`config.mk`:
```
export PLATFORM = sky130hd
export DESIGN_NAME = hbd_match
export DESIGN_NICKNAME = d
export VERILOG_FILES = /design/src/hw/rtl/hbd_pkg.sv /design/src/hw/rtl/hbd_match.sv
export SDC_FILE = /design/constraint.sdc
export NUM_CORES = 1
export LEC_CHECK = 0
export ABC_CLOCK_PERIOD_IN_PS = 6600
export BUFFER_PORTS_ARGS = -buffer_cell sky130_fd_sc_hd__buf_2
export CAP_MARGIN = 10
export CORE_MARGIN = 2
export CORE_UTILIZATION = 45
export DETAILED_ROUTE_END_ITERATION = 7
export PLACE_DENSITY = 0.74
export SLEW_MARGIN = 15
export SYNTH_ARGS = -nofsm -noshare
export SYNTH_HDL_FRONTEND = slang
export SYNTH_SLANG_ARGS = --single-unit
```
`constraint.sdc`:
```
create_clock -name vclk -period 6.6
set_input_delay 1.32 -clock vclk [all_inputs]
set_output_delay 1.32 -clock vclk [all_outputs]
set_load 0.01 [all_outputs]
```
`src/hw/rtl/hbd_pkg.sv`:
```
`timescale 1ns / 1ps
package hbd_pkg;

    localparam int MAX_CODE_LEN  = 32;
    localparam int ALPHABET_SIZE = 256;
    localparam int BYTE_BITS     = 8;
    localparam int SYM_W         = 8;
    localparam int LEN_W         = 6;
    localparam int CODE_W        = 32;
    localparam int CNT_W         = 4;

    localparam logic [1:0] MODE_CLEAR  = 2'd0;
    localparam logic [1:0] MODE_LOAD   = 2'd1;
    localparam logic [1:0] MODE_DECODE = 2'd2;

    typedef struct packed {
        logic [1:0]        mode;
        logic [SYM_W-1:0]  entry_symbol;
        logic [LEN_W-1:0]  entry_length;
        logic [CODE_W-1:0] entry_code;
        logic [7:0]        data_byte;
        logic [CNT_W-1:0]  valid_bits;
    } in_t;

    typedef struct packed {
        logic [SYM_W-1:0] symbol;
        logic             has_symbol;
        logic             overflow_error;
        logic             last;
    } out_t;

    typedef struct packed {
        logic             hit;
        logic [CNT_W-1:0] pos;
    } match_t;

endpackage

```
`src/hw/rtl/hbd_match.sv`:
```
`timescale 1ns / 1ps
module hbd_match
    import hbd_pkg::*;
(
    input  logic [CODE_W-1:0] acc,
    input  logic [LEN_W-1:0]  acc_len,
    input  logic [7:0]        bits,
    input  logic [CNT_W-1:0]  rem,
    input  logic              ent_valid,
    input  logic [LEN_W-1:0]  ent_len,
    input  logic [CODE_W-1:0] ent_code,
    output match_t            result
);

    logic [LEN_W-1:0]  diff;
    logic [CNT_W-1:0]  pos;
    logic              in_reach;
    logic [CODE_W-1:0] expect_code;

    // Entry matches once acc_len + pos bits are gathered, pos within the remaining bits.
    always_comb
    begin
        diff        = ent_len - acc_len;
        in_reach    = ent_valid && (ent_len > acc_len) && (diff <= {2'b00, rem});
        pos         = diff[CNT_W-1:0];
        expect_code = (acc << pos) | ({24'd0, bits} >> (4'd8 - pos));
        result.hit  = in_reach && (expect_code == ent_code);
        result.pos  = pos;
    end

endmodule

```
==> results.md <==
* Layout cells sized above 1 at around 36%
* Power Internal at approximately 0.23 mW
* Core area at approximately 0.0060 mm2
* Post-CTS sizing at 0
* Hold Crit Class: primary input to output pin
* CTS Hold Bufs at 0
* TritonRoute pass-1 iters at 7
* Setup violators final at 0
* Port Buf Inserts at 94
* DRT iter0 DRCs at ~250
* Post-CTS Setup Repair Bufs at 0
* Synth Instances at 332
* TNS Setup at 0 ns
* Clock network fraction of total power at 0%
* Sequential cell count at 0
* Synth top cells by count: mux2i_1, nand2_1, mux4_2
* Die ar. at 0.00682 mm2
* Worst slew margin at between 60 and 70%
* Status: finished clean
* Arr. time, crit path at around 4.8 ns
* Post-route minimum period at 6.16 ns
* Yosys top cell by area: mux4_2
* Unrepaired setup endpoints after global routing: false
* Grt ovf at 0
* Combinational share of power at 100.0%
* GRT met3 Usage at under 10%
* Fillers at 593
* Yosys top cell area share at a little under a quarter
* GRT Util Overall at between 20% and 30%
* Pwr Total at 0.506 mW
* Maximum vdd drop at roughly 0.080 mV
* Largest net degree at the start of global routing at 38
* Vias at roughly 3200
* Post-DP HPWL at about 7400 um
* Max-cap viol count at 0
* Vias in the first global route at slightly below 3000
* Area grow syn2layout at 20.3%
* Mapped Area at 0.00278 mm2
* Total wire length at 8960 um
* NetSw at 0.278 mW
* Initial antenna violation count at 0
* Met2 usage at between 40% and 50%
* Critical path peak fanout at 37
* Final antenna-violating net count at 0
* Dpl cells at just under 500
* Layout clock buffers at 0
* Mean area per synthesized cell at ~8.4 um2
* Net Count, Synth at 430
* Antenna diodes at 0
* DRC viols at 0
* Sequential share of power at 0%
* Layout net count at between 500 and 600
* M1 GR Usage at a little over a third
* Pins over their slew limit at 0
* WS Path Type: primary input to output pin
* Util after Layout at between 50% and 60%
* Synth cell types at just under 60
* Sequential share of the synthesized area at 0%
* Most used routing layer: met2
* Synth top area cells: mux4_2, mux2i_1, xnor2_1
* Boundary Pins at 94
* Final-report hold violation count at 0
* Net Sw Frac at 55.0%
* Row cnt at 28
* Fin cells at 490
* Worst setup SP type: primary input
* Global-route wire length before repair at roughly 14000 um
* Pwr Density at about 150 mW/mm2
* WL/cell at 18.3 um
* Initial Utilization at a little under half
* DR vias/cell at ~6.5
* Slew of the pin with the lowest slew margin at approximately 0.5 ns
* P_leak at 1.46 nW
* Sequential cell area at 0 um2
* Fmax at about 160 MHz
* Setup crit end kind: output pin
* Syn. warnings at 0
* Routability Congestion at approximately 1.0
* Die Y at approximately 83 um
* Period utilization at 93.4%
* Die X at around 83 um
* Required @ worst endpoint at between 5 and 6 ns
* Count leader, synth: mux2i_1
-- worst paths after layout --
path	cells after the start	endpoint	slack, ns	from
setup / recovery	13	result[4]	0.44	acc_len[0]
hold / removal	5	result[4]	3.07	ent_code[5]
-- power groups by stage --
stage / Combinational [mW] / Sequential [mW] / Clock [mW]
after floorplan: 0.364 / 0 / 0
after detailed placement: 0.496 / 0 / 0
after global placement: 0.492 / 0 / 0
after CTS: 0.498 / 0 / 0
final: 0.506 / 0 / 0
after global routing: 0.546 / 0 / 0
-- placed cells by master (no fill, tap or decap), drive strengths merged, types with 4 or more instances in the layout --
cell type  Yosys  final
buf           16    103
o21ai         16     16
nor4           5      5
nand3         10     10
mux4          31     31
nor2          17     17
nand4          6      6
nand2         34     34
nor3b          4      4
nand3b         4      4
xor2          13     13
mux2           5      5
o22ai          6      6
ha             8      8
inv           15     15
a21oi         12     12
nor3          10     10
mux2i         47     47
o31ai          4      4
a2111oi        5      5
xnor2         17     17
-- cell type report --
| cell class | instances | area (um2) | share of cell area, % |
|---|---|---|---|
| inverters | 15 | 58.8 | 1.76 |
| multi-input cells | 297 | 2640 | 79.0 |
| well taps | 75 | 93.8 | 2.81 |
| repair buffers | 103 | 551 | 16.5 |
-- worst max-delay path, stage by stage --
cell,delay (ns)
buf_2,0.10
ha_2,0.19
fa_1,0.46
xor2_4,0.19
buf_12,0.23
mux4_1,0.44
mux2_2,0.31
a2111oi_0,0.41
o22ai_1,0.16
a21oi_1,0.17
or4b_1,0.49
nor4_2,0.18
buf_2,0.18
-- cell families after synthesis --
| group | count (synthesis) | share of synthesized area (%) |
|---|---|---|
| XOR/XNOR | 30 | 9.72 |
| multiplexers | 83 | 44.3 |
| AO/OA/AOI/OAI | 70 | 17.1 |
| buffers and inverters | 35 | 5.54 |
| AND/OR/NAND/NOR | 105 | 19.0 |
| adder cells (fa/ha/maj) | 9 | 4.32 |
-- routing by layer --
layer | vias up | share of wire [%]
li1 | 1471 | -
met1 | 1476 | 41
met2 | 201 | 47
met3 | 34 | 9.4
met4 | 0 | 2.9
met5 | - | 0
-- metrics by stage --
stage / area (um2) / worst slack (ns) / hold WS (ns)
2_1_floorplan: 2780 / 0.603 / 2.81
5_1_grt: 3340 / 0.181 / 3.09
3_5_place_dp: 3340 / 0.454 / 3.07
4_1_cts: 3340 / 0.430 / 3.07
6_report: 3340 / 0.436 / 3.07
3_3_place_gp: 3340 / 0.489 / 3.07
Note: power is estimated with default switching activity, not from simulation.
